## src/design/gsts_pkg.sv

```systemverilog
// Shared types, constants and codes for the gate servo and thrust slew limiter.
package gsts_pkg;

   // Field widths
   localparam int FUNC_W     = 3;
   localparam int ELAPSED_W  = 16;
   localparam int ANGLE_W    = 8;
   localparam int THRUST_W   = 12;
   localparam int RATE_W     = 16;
   localparam int RATE_FRAC  = 16;

   // Configuration bus
   localparam int PADDR_W    = 5;
   localparam int PDATA_W    = 32;
   localparam int REG_IDX_W  = 3;

   // Defaults for top level parameters
   localparam int NEUTRAL_THRUST_DEF = 1500;
   localparam int FRAC_BITS_DEF      = 16;

   // Function codes
   localparam logic [FUNC_W-1:0] FUNC_TICK  = 3'd0;
   localparam logic [FUNC_W-1:0] FUNC_OPEN  = 3'd1;
   localparam logic [FUNC_W-1:0] FUNC_CLOSE = 3'd2;
   localparam logic [FUNC_W-1:0] FUNC_SHOOT = 3'd3;
   localparam logic [FUNC_W-1:0] FUNC_SUCK  = 3'd4;

   // Thrust modes
   localparam logic [1:0] THRUST_OFF   = 2'd0;
   localparam logic [1:0] THRUST_SHOOT = 2'd1;
   localparam logic [1:0] THRUST_SUCK  = 2'd2;

   // Register indexes
   localparam logic [REG_IDX_W-1:0] REG_OPEN_ANGLE   = 3'd0;
   localparam logic [REG_IDX_W-1:0] REG_CLOSED_ANGLE = 3'd1;
   localparam logic [REG_IDX_W-1:0] REG_SHOOT_THRUST = 3'd2;
   localparam logic [REG_IDX_W-1:0] REG_SUCK_THRUST  = 3'd3;
   localparam logic [REG_IDX_W-1:0] REG_SERVO_FAST   = 3'd4;
   localparam logic [REG_IDX_W-1:0] REG_SERVO_SLOW   = 3'd5;
   localparam logic [REG_IDX_W-1:0] REG_THRUST_UP    = 3'd6;
   localparam logic [REG_IDX_W-1:0] REG_THRUST_DOWN  = 3'd7;

   // Register reset values
   localparam logic [ANGLE_W-1:0]  RST_OPEN_ANGLE   = 8'd90;
   localparam logic [ANGLE_W-1:0]  RST_CLOSED_ANGLE = 8'd0;
   localparam logic [THRUST_W-1:0] RST_SHOOT_THRUST = 12'd2000;
   localparam logic [THRUST_W-1:0] RST_SUCK_THRUST  = 12'd1000;
   localparam logic [RATE_W-1:0]   RST_SERVO_FAST   = 16'd655;
   localparam logic [RATE_W-1:0]   RST_SERVO_SLOW   = 16'd65;
   localparam logic [RATE_W-1:0]   RST_THRUST_UP    = 16'd65;
   localparam logic [RATE_W-1:0]   RST_THRUST_DOWN  = 16'd655;

   typedef struct packed {
      logic [ANGLE_W-1:0]  open_angle;
      logic [ANGLE_W-1:0]  closed_angle;
      logic [THRUST_W-1:0] shoot_thrust;
      logic [THRUST_W-1:0] suck_thrust;
      logic [RATE_W-1:0]   servo_fast;
      logic [RATE_W-1:0]   servo_slow;
      logic [RATE_W-1:0]   thrust_up;
      logic [RATE_W-1:0]   thrust_down;
   } cfg_type;

   typedef struct packed {
      logic [FUNC_W-1:0]    func;
      logic                 manual_mode;
      logic [ELAPSED_W-1:0] elapsed_us;
   } req_type;

   typedef struct packed {
      logic [ANGLE_W-1:0]  servo_angle;
      logic [THRUST_W-1:0] motor_thrust;
      logic                gate_is_open;
   } rsp_type;

endpackage

```

## src/design/gsts_if.sv

```systemverilog
// Handshake channel interfaces for command/tick transactions and result transactions.
interface gsts_req_if import gsts_pkg::*; ();
   logic                 valid;
   logic                 ready;
   logic [FUNC_W-1:0]    func;
   logic                 manual_mode;
   logic [ELAPSED_W-1:0] elapsed_us;

   modport source (output valid, output func, output manual_mode, output elapsed_us,
                   input ready);
   modport sink (input valid, input func, input manual_mode, input elapsed_us,
                 output ready);
endinterface

interface gsts_rsp_if import gsts_pkg::*; ();
   logic                valid;
   logic                ready;
   logic [ANGLE_W-1:0]  servo_angle;
   logic [THRUST_W-1:0] motor_thrust;
   logic                gate_is_open;

   modport source (output valid, output servo_angle, output motor_thrust,
                   output gate_is_open, input ready);
   modport sink (input valid, input servo_angle, input motor_thrust,
                 input gate_is_open, output ready);
endinterface

```

## src/design/gsts_csr.sv

```systemverilog
// APB-style configuration register file.
module gsts_csr import gsts_pkg::*; (
   input  logic               clock,
   input  logic               reset,
   input  logic               psel,
   input  logic               penable,
   input  logic               pwrite,
   input  logic [PADDR_W-1:0] paddr,
   input  logic [PDATA_W-1:0] pwdata,
   output logic [PDATA_W-1:0] prdata,
   output logic               pready,
   output cfg_type            cfg
);

   cfg_type              cfg_ff;
   cfg_type              cfg_in;
   logic [REG_IDX_W-1:0] reg_idx;
   logic                 wr_en;

   assign pready  = 1'b1;
   assign reg_idx = paddr[PADDR_W-1:2];
   assign wr_en   = psel & penable & pwrite;
   assign cfg     = cfg_ff;

   // Register write decode
   always_comb begin
      cfg_in = cfg_ff;
      if (wr_en) begin
         case (reg_idx)
            REG_OPEN_ANGLE:   cfg_in.open_angle   = pwdata[ANGLE_W-1:0];
            REG_CLOSED_ANGLE: cfg_in.closed_angle = pwdata[ANGLE_W-1:0];
            REG_SHOOT_THRUST: cfg_in.shoot_thrust = pwdata[THRUST_W-1:0];
            REG_SUCK_THRUST:  cfg_in.suck_thrust  = pwdata[THRUST_W-1:0];
            REG_SERVO_FAST:   cfg_in.servo_fast   = pwdata[RATE_W-1:0];
            REG_SERVO_SLOW:   cfg_in.servo_slow   = pwdata[RATE_W-1:0];
            REG_THRUST_UP:    cfg_in.thrust_up    = pwdata[RATE_W-1:0];
            REG_THRUST_DOWN:  cfg_in.thrust_down  = pwdata[RATE_W-1:0];
            default:          cfg_in = cfg_ff;
         endcase
      end
   end

   always_ff @(posedge clock) begin
      if (reset) begin
         cfg_ff.open_angle   <= RST_OPEN_ANGLE;
         cfg_ff.closed_angle <= RST_CLOSED_ANGLE;
         cfg_ff.shoot_thrust <= RST_SHOOT_THRUST;
         cfg_ff.suck_thrust  <= RST_SUCK_THRUST;
         cfg_ff.servo_fast   <= RST_SERVO_FAST;
         cfg_ff.servo_slow   <= RST_SERVO_SLOW;
         cfg_ff.thrust_up    <= RST_THRUST_UP;
         cfg_ff.thrust_down  <= RST_THRUST_DOWN;
      end else begin
         cfg_ff <= cfg_in;
      end
   end

   // Read mux
   always_comb begin
      case (reg_idx)
         REG_OPEN_ANGLE:   prdata = PDATA_W'(cfg_ff.open_angle);
         REG_CLOSED_ANGLE: prdata = PDATA_W'(cfg_ff.closed_angle);
         REG_SHOOT_THRUST: prdata = PDATA_W'(cfg_ff.shoot_thrust);
         REG_SUCK_THRUST:  prdata = PDATA_W'(cfg_ff.suck_thrust);
         REG_SERVO_FAST:   prdata = PDATA_W'(cfg_ff.servo_fast);
         REG_SERVO_SLOW:   prdata = PDATA_W'(cfg_ff.servo_slow);
         REG_THRUST_UP:    prdata = PDATA_W'(cfg_ff.thrust_up);
         REG_THRUST_DOWN:  prdata = PDATA_W'(cfg_ff.thrust_down);
         default:          prdata = '0;
      endcase
   end

endmodule

```

## src/design/gsts_slew.sv

```systemverilog
// One slew channel: moves a fixed point value toward its target by at most elapsed * rate.
module gsts_slew import gsts_pkg::*; #(
   parameter int VAL_W     = 24,
   parameter int FRAC_BITS = FRAC_BITS_DEF
) (
   input  logic [VAL_W-1:0]     now,
   input  logic [VAL_W-1:0]     target,
   input  logic [ELAPSED_W-1:0] elapsed,
   input  logic [RATE_W-1:0]    rate,
   output logic [VAL_W-1:0]     next
);

   localparam int PROD_W = ELAPSED_W + RATE_W;
   localparam int SHL    = (FRAC_BITS >= RATE_FRAC) ? FRAC_BITS - RATE_FRAC : 0;
   localparam int SHR    = (FRAC_BITS >= RATE_FRAC) ? 0 : RATE_FRAC - FRAC_BITS;
   localparam int STEP_W = PROD_W + SHL;
   localparam int CMP_W  = ((STEP_W > VAL_W) ? STEP_W : VAL_W) + 1;

   logic [PROD_W-1:0] prod;
   logic [STEP_W-1:0] step;
   logic              up;
   logic [VAL_W-1:0]  delta;
   logic [VAL_W-1:0]  lim;

   // Per-tick limit, rescaled from 2^-16 units to the value's fraction bits
   assign prod = elapsed * rate;
   assign step = (STEP_W'(prod) << SHL) >> SHR;

   // Distance to target and clamp
   assign up    = (target >= now);
   assign delta = up ? target - now : now - target;
   assign lim   = (CMP_W'(delta) > CMP_W'(step)) ? VAL_W'(step) : delta;
   assign next  = up ? now + lim : now - lim;

endmodule

```

## src/design/gsts_core.sv

```systemverilog
// Slew state, command decode and result rounding for one transaction per cycle while advance is high.
module gsts_core import gsts_pkg::*; #(
   parameter int NEUTRAL_THRUST = NEUTRAL_THRUST_DEF,
   parameter int FRAC_BITS      = FRAC_BITS_DEF
) (
   input  logic    clock,
   input  logic    reset,
   input  logic    advance,
   input  req_type item,
   input  cfg_type cfg,
   output rsp_type result
);

   localparam int AW = ANGLE_W + FRAC_BITS;
   localparam int TW = THRUST_W + FRAC_BITS;
   localparam logic [TW-1:0] NEUTRAL_FIX = TW'(NEUTRAL_THRUST) << FRAC_BITS;
   localparam logic [AW:0]   A_HALF      = (AW+1)'(1) << (FRAC_BITS - 1);
   localparam logic [TW:0]   T_HALF      = (TW+1)'(1) << (FRAC_BITS - 1);

   logic [AW-1:0] angle_ff,   angle_in;
   logic [TW-1:0] thrust_ff,  thrust_in;
   logic          open_ff,    open_in;
   logic [1:0]    mode_ff,    mode_in;
   logic          fast_ff,    fast_in;

   logic [AW-1:0]     open_fix;
   logic [AW-1:0]     a_tgt;
   logic [TW-1:0]     t_tgt;
   logic [RATE_W-1:0] s_rate;
   logic [RATE_W-1:0] t_rate;
   logic [TW-1:0]     tgt_dist;
   logic [TW-1:0]     now_dist;
   logic [AW-1:0]     angle_slew;
   logic [TW-1:0]     thrust_slew;
   logic [AW:0]       a_sum;
   logic [TW:0]       t_sum;
   logic [ANGLE_W:0]  a_round;
   logic [THRUST_W:0] t_round;

   // Targets and rates from the state as it stands before this transaction
   assign open_fix = AW'(cfg.open_angle) << FRAC_BITS;
   assign a_tgt    = open_ff ? open_fix : AW'(cfg.closed_angle) << FRAC_BITS;
   assign s_rate   = fast_ff ? cfg.servo_fast : cfg.servo_slow;

   always_comb begin
      case (mode_ff)
         THRUST_SHOOT: t_tgt = TW'(cfg.shoot_thrust) << FRAC_BITS;
         THRUST_SUCK:  t_tgt = TW'(cfg.suck_thrust) << FRAC_BITS;
         default:      t_tgt = NEUTRAL_FIX;
      endcase
   end

   // Up rate when the target lies farther from neutral than the thrust does
   assign tgt_dist = (t_tgt > NEUTRAL_FIX) ? t_tgt - NEUTRAL_FIX : NEUTRAL_FIX - t_tgt;
   assign now_dist = (thrust_ff > NEUTRAL_FIX) ? thrust_ff - NEUTRAL_FIX
                                               : NEUTRAL_FIX - thrust_ff;
   assign t_rate   = (tgt_dist > now_dist) ? cfg.thrust_up : cfg.thrust_down;

   gsts_slew #(.VAL_W(AW), .FRAC_BITS(FRAC_BITS)) u_angle_slew (
      .now     (angle_ff),
      .target  (a_tgt),
      .elapsed (item.elapsed_us),
      .rate    (s_rate),
      .next    (angle_slew)
   );

   gsts_slew #(.VAL_W(TW), .FRAC_BITS(FRAC_BITS)) u_thrust_slew (
      .now     (thrust_ff),
      .target  (t_tgt),
      .elapsed (item.elapsed_us),
      .rate    (t_rate),
      .next    (thrust_slew)
   );

   // Command decode
   always_comb begin
      angle_in  = angle_ff;
      thrust_in = thrust_ff;
      open_in   = open_ff;
      mode_in   = mode_ff;
      fast_in   = fast_ff;
      case (item.func)
         FUNC_TICK: begin
            angle_in  = angle_slew;
            thrust_in = thrust_slew;
         end
         FUNC_OPEN: begin
            fast_in = item.manual_mode;
            open_in = 1'b1;
         end
         FUNC_CLOSE: begin
            fast_in = 1'b1;
            open_in = 1'b0;
            mode_in = THRUST_OFF;
         end
         FUNC_SHOOT: begin
            fast_in = item.manual_mode;
            open_in = 1'b1;
            mode_in = THRUST_SHOOT;
         end
         FUNC_SUCK: begin
            open_in = 1'b1;
            mode_in = THRUST_SUCK;
         end
         default: begin
            angle_in = angle_ff;
         end
      endcase
   end

   always_ff @(posedge clock) begin
      if (reset) begin
         angle_ff  <= AW'(RST_CLOSED_ANGLE) << FRAC_BITS;
         thrust_ff <= NEUTRAL_FIX;
         open_ff   <= 1'b0;
         mode_ff   <= THRUST_OFF;
         fast_ff   <= 1'b0;
      end else if (advance) begin
         angle_ff  <= angle_in;
         thrust_ff <= thrust_in;
         open_ff   <= open_in;
         mode_ff   <= mode_in;
         fast_ff   <= fast_in;
      end
   end

   // Round half up and saturate, from the updated state
   assign a_sum   = {1'b0, angle_in} + A_HALF;
   assign t_sum   = {1'b0, thrust_in} + T_HALF;
   assign a_round = a_sum[AW:FRAC_BITS];
   assign t_round = t_sum[TW:FRAC_BITS];

   assign result.servo_angle  = a_round[ANGLE_W] ? '1 : a_round[ANGLE_W-1:0];
   assign result.motor_thrust = t_round[THRUST_W] ? '1 : t_round[THRUST_W-1:0];
   assign result.gate_is_open = open_in & (angle_in == open_fix);

endmodule

```

## src/design/gate_servo_thrust_slew_limiter.sv

```systemverilog
// Top level of the gate servo and thrust slew limiter.
//
// Usage:
//  req_chan carries one transaction per command or time tick: func (tick,
//  open, close, shoot, suck), manual_mode and elapsed_us. Every accepted
//  transaction yields exactly one result on rsp_chan: the rounded servo angle,
//  the rounded motor thrust and the gate-open flag, in order.
//  Registers are written over the APB-style port (psel/penable/pwrite,
//  register i at byte address 4*i); write them only while the block is idle.
//  An accepted transaction is first held in the input register, then the
//  state update and result are registered together.
//  Throughput is one transaction per cycle unless the receiver stalls; the
//  per-cycle path is one 16x16 multiply per channel, then a clamp and an add.
//  When the receiver stalls, the result holds in the output register, the
//  next transaction waits in the input register, and req_chan.ready drops
//  once both are full.
//  Reset (synchronous, active high) restores register defaults, puts the
//  angle at the closed angle, the thrust at neutral, and empties both stages.
module gate_servo_thrust_slew_limiter import gsts_pkg::*; #(
   parameter int NEUTRAL_THRUST = NEUTRAL_THRUST_DEF,
   parameter int FRAC_BITS      = FRAC_BITS_DEF
) (
   input  logic               clock,
   input  logic               reset,
   gsts_req_if.sink           req_chan,
   gsts_rsp_if.source         rsp_chan,
   input  logic               psel,
   input  logic               penable,
   input  logic               pwrite,
   input  logic [PADDR_W-1:0] paddr,
   input  logic [PDATA_W-1:0] pwdata,
   output logic [PDATA_W-1:0] prdata,
   output logic               pready
);

   cfg_type cfg;
   req_type req_item;
   req_type item_ff;
   logic    in_vld_ff, in_vld_in;
   rsp_type result;
   rsp_type out_ff;
   logic    out_vld_ff, out_vld_in;
   logic    out_load;
   logic    advance;
   logic    req_take;

   gsts_csr u_csr (
      .clock   (clock),
      .reset   (reset),
      .psel    (psel),
      .penable (penable),
      .pwrite  (pwrite),
      .paddr   (paddr),
      .pwdata  (pwdata),
      .prdata  (prdata),
      .pready  (pready),
      .cfg     (cfg)
   );

   // Handshake control
   assign out_load       = ~out_vld_ff | rsp_chan.ready;
   assign advance        = in_vld_ff & out_load;
   assign req_chan.ready = ~in_vld_ff | advance;
   assign req_take       = req_chan.valid & req_chan.ready;

   assign in_vld_in  = req_take | (in_vld_ff & ~advance);
   assign out_vld_in = advance | (out_vld_ff & ~rsp_chan.ready);

   assign req_item.func        = req_chan.func;
   assign req_item.manual_mode = req_chan.manual_mode;
   assign req_item.elapsed_us  = req_chan.elapsed_us;

   // Input register
   always_ff @(posedge clock) begin
      if (reset) begin
         in_vld_ff <= 1'b0;
      end else begin
         in_vld_ff <= in_vld_in;
      end
   end

   always_ff @(posedge clock) begin
      if (req_take) begin
         item_ff <= req_item;
      end
   end

   gsts_core #(.NEUTRAL_THRUST(NEUTRAL_THRUST), .FRAC_BITS(FRAC_BITS)) u_core (
      .clock   (clock),
      .reset   (reset),
      .advance (advance),
      .item    (item_ff),
      .cfg     (cfg),
      .result  (result)
   );

   // Result register
   always_ff @(posedge clock) begin
      if (reset) begin
         out_vld_ff <= 1'b0;
      end else begin
         out_vld_ff <= out_vld_in;
      end
   end

   always_ff @(posedge clock) begin
      if (advance) begin
         out_ff <= result;
      end
   end

   assign rsp_chan.valid        = out_vld_ff;
   assign rsp_chan.servo_angle  = out_ff.servo_angle;
   assign rsp_chan.motor_thrust = out_ff.motor_thrust;
   assign rsp_chan.gate_is_open = out_ff.gate_is_open;

endmodule
```

## src/flat_wrapper.sv

```systemverilog
// flat-port wrapper written by rule: the top's interface ports become plain ports
module gate_servo_thrust_slew_limiter_flat import gsts_pkg::*;
#(
   parameter int NEUTRAL_THRUST = NEUTRAL_THRUST_DEF,
   parameter int FRAC_BITS      = FRAC_BITS_DEF
)
  (clock, reset, psel, penable, pwrite, paddr, pwdata, prdata, pready, req_chan_valid, req_chan_func, req_chan_manual_mode, req_chan_elapsed_us, req_chan_ready, rsp_chan_valid, rsp_chan_servo_angle, rsp_chan_motor_thrust, rsp_chan_gate_is_open, rsp_chan_ready);
  gsts_req_if req_chan_i ();
  gsts_rsp_if rsp_chan_i ();
  input  logic clock;
  input  logic reset;
  input  logic psel;
  input  logic penable;
  input  logic pwrite;
  input  logic [PADDR_W-1:0] paddr;
  input  logic [PDATA_W-1:0] pwdata;
  output logic [PDATA_W-1:0] prdata;
  output logic pready;
  input wire logic [$bits(req_chan_i.valid)-1:0] req_chan_valid;
  input wire logic [$bits(req_chan_i.func)-1:0] req_chan_func;
  input wire logic [$bits(req_chan_i.manual_mode)-1:0] req_chan_manual_mode;
  input wire logic [$bits(req_chan_i.elapsed_us)-1:0] req_chan_elapsed_us;
  output wire logic [$bits(req_chan_i.ready)-1:0] req_chan_ready;
  output wire logic [$bits(rsp_chan_i.valid)-1:0] rsp_chan_valid;
  output wire logic [$bits(rsp_chan_i.servo_angle)-1:0] rsp_chan_servo_angle;
  output wire logic [$bits(rsp_chan_i.motor_thrust)-1:0] rsp_chan_motor_thrust;
  output wire logic [$bits(rsp_chan_i.gate_is_open)-1:0] rsp_chan_gate_is_open;
  input wire logic [$bits(rsp_chan_i.ready)-1:0] rsp_chan_ready;
  assign req_chan_i.valid = req_chan_valid;
  assign req_chan_i.func = req_chan_func;
  assign req_chan_i.manual_mode = req_chan_manual_mode;
  assign req_chan_i.elapsed_us = req_chan_elapsed_us;
  assign req_chan_ready = req_chan_i.ready;
  assign rsp_chan_valid = rsp_chan_i.valid;
  assign rsp_chan_servo_angle = rsp_chan_i.servo_angle;
  assign rsp_chan_motor_thrust = rsp_chan_i.motor_thrust;
  assign rsp_chan_gate_is_open = rsp_chan_i.gate_is_open;
  assign rsp_chan_i.ready = rsp_chan_ready;
  gate_servo_thrust_slew_limiter #(.NEUTRAL_THRUST(NEUTRAL_THRUST), .FRAC_BITS(FRAC_BITS)) u_core (.clock(clock), .reset(reset), .req_chan(req_chan_i), .rsp_chan(rsp_chan_i), .psel(psel), .penable(penable), .pwrite(pwrite), .paddr(paddr), .pwdata(pwdata), .prdata(prdata), .pready(pready));
endmodule
```

## config.mk

```make
export PLATFORM = sky130hd
export DESIGN_NAME = gate_servo_thrust_slew_limiter_flat
export DESIGN_NICKNAME = d
export VERILOG_FILES = /design/src/design/gsts_pkg.sv /design/src/design/gsts_if.sv /design/src/design/gsts_csr.sv /design/src/design/gsts_slew.sv /design/src/design/gsts_core.sv /design/src/design/gate_servo_thrust_slew_limiter.sv /design/src/flat_wrapper.sv
export SDC_FILE = /design/constraint.sdc
export NUM_CORES = 2
export LEC_CHECK = 0
export BUFFER_PORTS_ARGS = -buffer_cell sky130_fd_sc_hd__buf_4
export CAP_MARGIN = 40
export CORE_UTILIZATION = 25
export CTS_CLUSTER_DIAMETER = 40
export CTS_CLUSTER_SIZE = 30
export DETAILED_ROUTE_END_ITERATION = 7
export GPL_ROUTABILITY_DRIVEN = 0
export GPL_TIMING_DRIVEN = 0
export MAX_ROUTING_LAYER = met4
export PLACE_DENSITY = 0.41
export SLEW_MARGIN = 15
export SYNTH_ARGS = -nofsm -noshare
export SYNTH_HDL_FRONTEND = slang
export SYNTH_SLANG_ARGS = --single-unit
```

## constraint.sdc

```tcl
create_clock -name clock -period 17.99 [get_ports clock]
set_clock_uncertainty 0.15 [all_clocks]
set_input_delay 0 -clock clock [delete_from_list [all_inputs] [get_ports clock]]
set_output_delay 0 -clock clock [all_outputs]
set_load 0.005 [all_outputs]
```

**Word level (Yosys, flattened, before mapping)**

Index checks and enable logic that the tools add are counted.

- Add/subtract/negate cells: 14
- Multiply operators: 2
- $lt $le $gt $ge: 7
- Eq/ne operators: 14
- Muxes and demuxes: 18
- Bitwise logic cells: 15
- Reduce and logical (&&, ||, !) cells: 16

Operators by type and width:

| operator | count |
|---|---|
| case mux 32 bit (8 select lines) | 1 |
| 2-to-1 mux 28 bit | 6 |
| 2-to-1 mux 24 bit | 5 |
| subtractor 28 bit | 3 |
| subtractor 24 bit | 3 |
| multiplier 16 x 16 -> 32 bit | 2 |
| > comparator 28 x 27 -> 1 bit (second input constant) | 2 |
| case mux 28 bit (2 select lines) | 1 |
| subtractor 27 x 28 -> 28 bit (first input constant) | 2 |
| subtractor 28 x 27 -> 28 bit (second input constant) | 2 |
| > comparator 24 x 32 -> 1 bit | 1 |
| > comparator 28 x 32 -> 1 bit | 1 |
| 2-to-1 mux 16 bit | 2 |
| adder 28 x 16 -> 29 bit (second input constant) | 1 |
| adder 28 bit | 1 |
| >= comparator 28 bit | 1 |
| > comparator 28 bit | 1 |
| adder 24 x 16 -> 25 bit (second input constant) | 1 |
| adder 24 bit | 1 |
| equality test 24 bit | 1 |
| >= comparator 24 bit | 1 |
| AND reduction 2 bit | 10 |
| equality test 3 bit (second input constant) | 5 |
| equality test 3 x 2 -> 1 bit (second input constant) | 4 |
| 13 further kinds | 28 |

- Register bits after elaboration: 203
- Output and inout bits: 56
- Logic and storage cells: 107

**Depth between registers and ports, before layout**

- Word-level depth: 13
- Gate-level depth with buffers: 91
- Gate-level depth less buffers: 85

**Cells and area by module**

Synthesis repeated with hierarchy kept, for this count alone.

- Cell total of the unflattened synthesis: 4886
- Area, all modules: 39253.9 sq um

By module, submodules not included:

| module | instances | cells each | area an instance (sq um) | seq. area each (sq um) |
|---|---|---|---|---|
| gsts_slew at u_core.u_core.u_thrust_slew | 1 | 1831 | 14447.6 | 0.0 |
| gsts_slew at u_core.u_core.u_angle_slew | 1 | 1775 | 13852.0 | 0.0 |
| gsts_csr | 1 | 595 | 4824.6 | 2082.0 |
| gsts_core | 1 | 634 | 4794.6 | 1121.1 |
| gate_servo_thrust_slew_limiter | 1 | 51 | 1335.0 | 1271.2 |

**Least setup slack after synthesis**

Ideal clock, no wire load.

- Kind: flip-flop to flip-flop
- Start: register u_core.u_core.mode_ff[0]
- End: register u_core.out_ff (netlist bit u_core.rsp_chan.motor_thrust[11]), data pin
- Library setup time: 0.255 ns
- Arrival: 16.899 ns
- Setup slack: 0.686 ns
- Cell stages (with the launch flop): 85
- Buffers on the path: 9
- Path through: dfxtp_1 inv_1 ha_1 buf_1 a221oi_1 inv_1 ha_1 nand2_1 nor2_1 nor2_1 nor2_1 o21ai_0 o21ai_0 clkbuf_1 a211oi_1 a21oi_1 xnor2_1 ha_1 [... 49 more ...] a21oi_1 a21oi_1 a311o_1 xnor2_1 nand2_1 nand2_1 ha_1 nand3_1 a211o_1 nand3_1 nand4_1 nor3_1 nand4_1 nor3_1 nand4_1 a21oi_1 a31oi_1 and3_1

- Word-level cells in the longest chain between the ends: 13

Ends and longest elaborated chain:

| what | RTL line | source |
|---|---|---|
| start: declaration | gsts_core.sv:23 | `logic [1:0] mode_ff, mode_in;` |
| start signal: assignment | gsts_core.sv:122 | `mode_ff <= mode_in;` |
| equality test 2 bit or equality test 2 x 1 -> 1 bit (tied branches) | gsts_core.sv:46 | `case (mode_ff)` |
| case mux 28 bit (2 select lines) (*) | gsts_core.sv:46 |  |
| subtractor 27 x 28 -> 28 bit (tied with other cells) | gsts_core.sv:54 | `assign tgt_dist = (t_tgt > NEUTRAL_FIX) ? t_tgt - NEUTRAL_FIX : NEUTRAL_FIX - t_tgt;` |
| 2-to-1 mux 28 bit | gsts_core.sv:54 |  |
| > comparator 28 bit | gsts_core.sv:57 | `assign t_rate = (tgt_dist > now_dist) ? cfg.thrust_up : cfg.thrust_down;` |
| 2-to-1 mux 16 bit | gsts_core.sv:57 |  |
| multiplier 16 x 16 -> 32 bit | gsts_slew.sv:26 | `assign prod = elapsed * rate;` |
| > comparator 28 x 32 -> 1 bit | gsts_slew.sv:32 | `assign lim = (CMP_W'(delta) > CMP_W'(step)) ? VAL_W'(step) : delta;` |
| 2-to-1 mux 28 bit | gsts_slew.sv:32 |  |
| subtractor 28 bit or adder 28 bit (tied branches) | gsts_slew.sv:33 | `assign next = up ? now + lim : now - lim;` |
| 2-to-1 mux 28 bit (*) | gsts_slew.sv:33 |  |
| 2-to-1 mux 28 bit (*) | gsts_core.sv:82 | `case (item.func)` |
| net u_core.u_core.thrust_in[15] | gsts_core.sv:21 | `logic [TW-1:0] thrust_ff, thrust_in;` |
| adder 28 x 16 -> 29 bit (*) | gsts_core.sv:129 | `assign t_sum = {1'b0, thrust_in} + T_HALF;` |
| end signal: assignment | gate_servo_thrust_slew_limiter.sv:108 | `out_ff <= result;` |
| end: declaration | gate_servo_thrust_slew_limiter.sv:41 | `rsp_type out_ff;` |

Mark *: on every way through the listed nets, which the timed path passes. The rest lies on a longest branch.
A chain may end at the register's enable or synchronous reset.

**Worst setup path after layout**

- Start: register u_core.u_core.mode_ff[1]
- End: register u_core.out_ff (netlist bit u_core.rsp_chan.motor_thrust[9]), data pin

- Word-level cells in the longest chain between the ends: 13

Ends and longest elaborated chain:

| what | RTL line |
|---|---|
| equality test 2 bit or equality test 2 x 1 -> 1 bit (tied branches) | gsts_core.sv:46 |
| case mux 28 bit (2 select lines) (*) | gsts_core.sv:46 |
| subtractor 27 x 28 -> 28 bit (tied with other cells) | gsts_core.sv:54 |
| 2-to-1 mux 28 bit | gsts_core.sv:54 |
| > comparator 28 bit | gsts_core.sv:57 |
| 2-to-1 mux 16 bit | gsts_core.sv:57 |
| multiplier 16 x 16 -> 32 bit | gsts_slew.sv:26 |
| > comparator 28 x 32 -> 1 bit | gsts_slew.sv:32 |
| 2-to-1 mux 28 bit | gsts_slew.sv:32 |
| subtractor 28 bit or adder 28 bit (tied branches) | gsts_slew.sv:33 |
| 2-to-1 mux 28 bit (*) | gsts_slew.sv:33 |
| 2-to-1 mux 28 bit (*) | gsts_core.sv:82 |
| adder 28 x 16 -> 29 bit (*) | gsts_core.sv:129 |

Every way passes the cells marked *; elsewhere a longest branch is shown, timed or not.

==> metrics <==
status finished clean; Max Clk Rate 57.5 MHz; slowest stage delay, CP 550 ps; clk_lat worst skew 600 ps; CP max FO 10; Setup WS post-layout 606 ps; FF+latch count, synth 203; initial antenna violation count 11; period utilization 96.6%; DR pass1 iterations 5; count of pins over their slew limit 0; ys async rst share 0%; Final ANT Viol Nets 0; global-route wire length before repair 226,000 um; pre-CTS WS -4920 ps; share of layout cells above drive strength 1 10.9%; fin util 30.2%; Total Nets Final 5,939; overflow left after global routing 0; Mapped Cells 4,817; max cap viols 0; CTS Buf Count 47; CP dominant cell by count inv_1; Die X 392 um; slowest CP cell fa_1; core box area 150,000 um^2; die area 154,000 um^2; top_reg_cell synth dfxtp_1; sequential element share of the synthesized area 11.8%; DR DRC count 0; area delta synth->final 19.2%; IO Pins 120; WP data required 18,150 ps; number of global-route vias before repair 35,200; WS Path Type flip-flop to flip-flop; CTS clk-pin slew, worst paths 50 ps; syn_area_per_cell 7.90 um^2; Slew HR 33.2%; yosys warns 0; Post-synth EDFFs 41; GRT Overall Usage 20.0%; Routed WL 150,000 um; crit path capture type flip-flop; Finish-stage setup viols 0; worst slew pin tran 999 ps; row count 142; CTS Root Cell clkbuf_16; largest net degree at the start of global routing 21; drt initial violations 2,895; clock buffer depth 3; Startpoint Class flip-flop; Syn Std Cell Area 38,100 um^2; Die Span Y 392 um; worst path arrival time 17,550 ps; Vias 35,500; Final Hold Violating Endpoints 0; HPWL after DPL 125,000 um; vias per cell 4.95; Worst Hold Class primary input to flip-flop; WL/cell 21.0 um; synth unique cells 115; clock period minus worst slack 17,380 ps; CTS tree built; PortBufs 75; initial core utilization 25.3%; Fin Setup TNS 0 ps; CTS Sinks 203; H-Tree Level Count 2
metal layers:
metal	vias up	global-route usage, %	wire length [um]
li1	16700	-	-
met1	17600	28.6	73600
met2	999	30.3	66300
met3	141	1.71	7300
met4	0	4.54	3270
met5	-	-	0
through the flow:
stage / cell area (um^2) / cells / hold slack [ps]
2_1_floorplan: 38100 / 4832 / -51.1
3_3_place_gp: 41200 / 6923 / 29.3
3_5_place_dp: 41700 / 6966 / 29.5
4_1_cts: 44900 / 7145 / 3.07
5_1_grt: 45400 / 7173 / 20.6
6_report: 45400 / 7175 / 29.3
worst max-delay path, delay by kind of cell, from the launching register on:
family	cells	cell delay, ps
adders and majority gates	12	4570
DFF	1	360
and+or+nand+nor	18	2610
buffers and inverters	18	2740
AOI/OAI and AO/OA	22	5400
muxes	1	380
xor gates and xnor gates	4	870
final cells by class:
| class | count | area [um^2] |
|---|---|---|
| inverters | 601 | 2260 |
| clock inverters | 28 | 250 |
| plain buffers | 255 | 1300 |
| clock buffers | 58 | 1320 |
| flip-flops and latches | 203 | 4480 |
| diodes | 9 | 22.5 |
| fillers | 16400 | 105000 |
| multi-input cells | 3762 | 31100 |
| repair buffers | 243 | 2170 |
| well taps | 2016 | 2520 |
timing repair:
action	CTS	global route
gates cloned	2	1
gates resized for setup	173	79
endpoints found under the hold margin	148	0
pin swaps	30	48
hold buffers	66	0
buffers inserted	32	23
setup endpoints to repair	39	22
synth_stat cells, types with 12 or more instances:
| cell | n | area, um^2 |
|---|---|---|
| nor2b_1 | 107 | 669 |
| o21a_1 | 32 | 240 |
| a221oi_1 | 15 | 131 |
| a22oi_1 | 16 | 120 |
| buf_2 | 20 | 100 |
| nor4_1 | 23 | 144 |
| a21oi_1 | 305 | 1530 |
| nand3_1 | 85 | 425 |
| clkbuf_1 | 200 | 751 |
| o22ai_1 | 16 | 100 |
| buf_1 | 16 | 60.1 |
| nand3b_1 | 36 | 270 |
| nand2_1 | 746 | 2800 |
| or2_2 | 19 | 119 |
| buf_4 | 19 | 143 |
| xor2_1 | 69 | 604 |
| mux2_2 | 44 | 495 |
| nor3b_1 | 12 | 90.1 |
| ha_1 | 370 | 4630 |
| a21o_1 | 83 | 623 |
| and2_1 | 149 | 932 |
| nand4_1 | 42 | 263 |
| edfxtp_1 | 41 | 1230 |
| o211ai_1 | 15 | 113 |
| o21ai_0 | 178 | 891 |
| fa_1 | 392 | 7850 |
| dfxtp_1 | 162 | 3240 |
| a211oi_1 | 35 | 263 |
| o31ai_1 | 19 | 143 |
| mux2i_1 | 71 | 711 |
| and3_1 | 27 | 169 |
| or3_1 | 20 | 125 |
| nor3_1 | 76 | 380 |
| inv_1 | 599 | 2250 |
| nor2_1 | 267 | 1000 |
| a31oi_1 | 41 | 257 |
| o21bai_1 | 20 | 150 |
| a211o_1 | 27 | 236 |
| nand2b_1 | 35 | 219 |
| xnor2_1 | 144 | 1260 |
| a2111oi_0 | 12 | 105 |
cell usage in the layout, fill, tap and decap left out, types with 82 or more instances in the layout:
cell and n:
nor2_1 255, nand3_1 83, a21o_1 82, inv_1 595, o21ai_0 167, clkbuf_1 171, nor2b_1 107, ha_1 351
nand2_1 744, xnor2_1 134, fa_1 389, and2_1 147, a21oi_1 299, buf_4 158, dfxtp_1 161
worst paths after layout:
check / slack [ps] / end / startpoint / cells past startpoint
setup / recovery: 610 / u_core.rsp_chan.motor_thrust[9] / u_core.u_core.mode_ff[1] / 75
hold / removal: 30 / u_core.item_ff[18] / req_chan_func[1] / 2
setup reg to reg: 610 / u_core.rsp_chan.motor_thrust[9] / u_core.u_core.mode_ff[1] / 75
hold reg to reg: 320 / u_core.u_csr.cfg[63] / u_core.u_csr.cfg[63] / 2
state kept, by name, summed over array words and instances (netlist names):
name and flops:
u_core.rsp_chan.servo_angle 8, u_core.rsp_chan.valid 1, u_core.u_core.angle_ff 24, u_core.u_core.open_ff 1, u_core.item_ff 20, u_core.u_core.fast_ff 1
u_core.u_core.mode_ff 2, u_core.u_core.thrust_ff 28, u_core.u_csr.cfg 104, u_core.in_vld_ff 1, u_core.rsp_chan.gate_is_open 1, u_core.rsp_chan.motor_thrust 12
logic make-up after synthesis:
group | synth area share (%)
mux | 3.77
fa+ha+maj | 32.8
buf+inv | 8.92
xor+xnor | 5.19
flops | 11.8
other cells | 0.0197
simple gates | 21.3
compound gates | 16.3
Power is not shown: default switching activity piles up to over one toggle a cycle in this logic, so the estimate is an artifact.
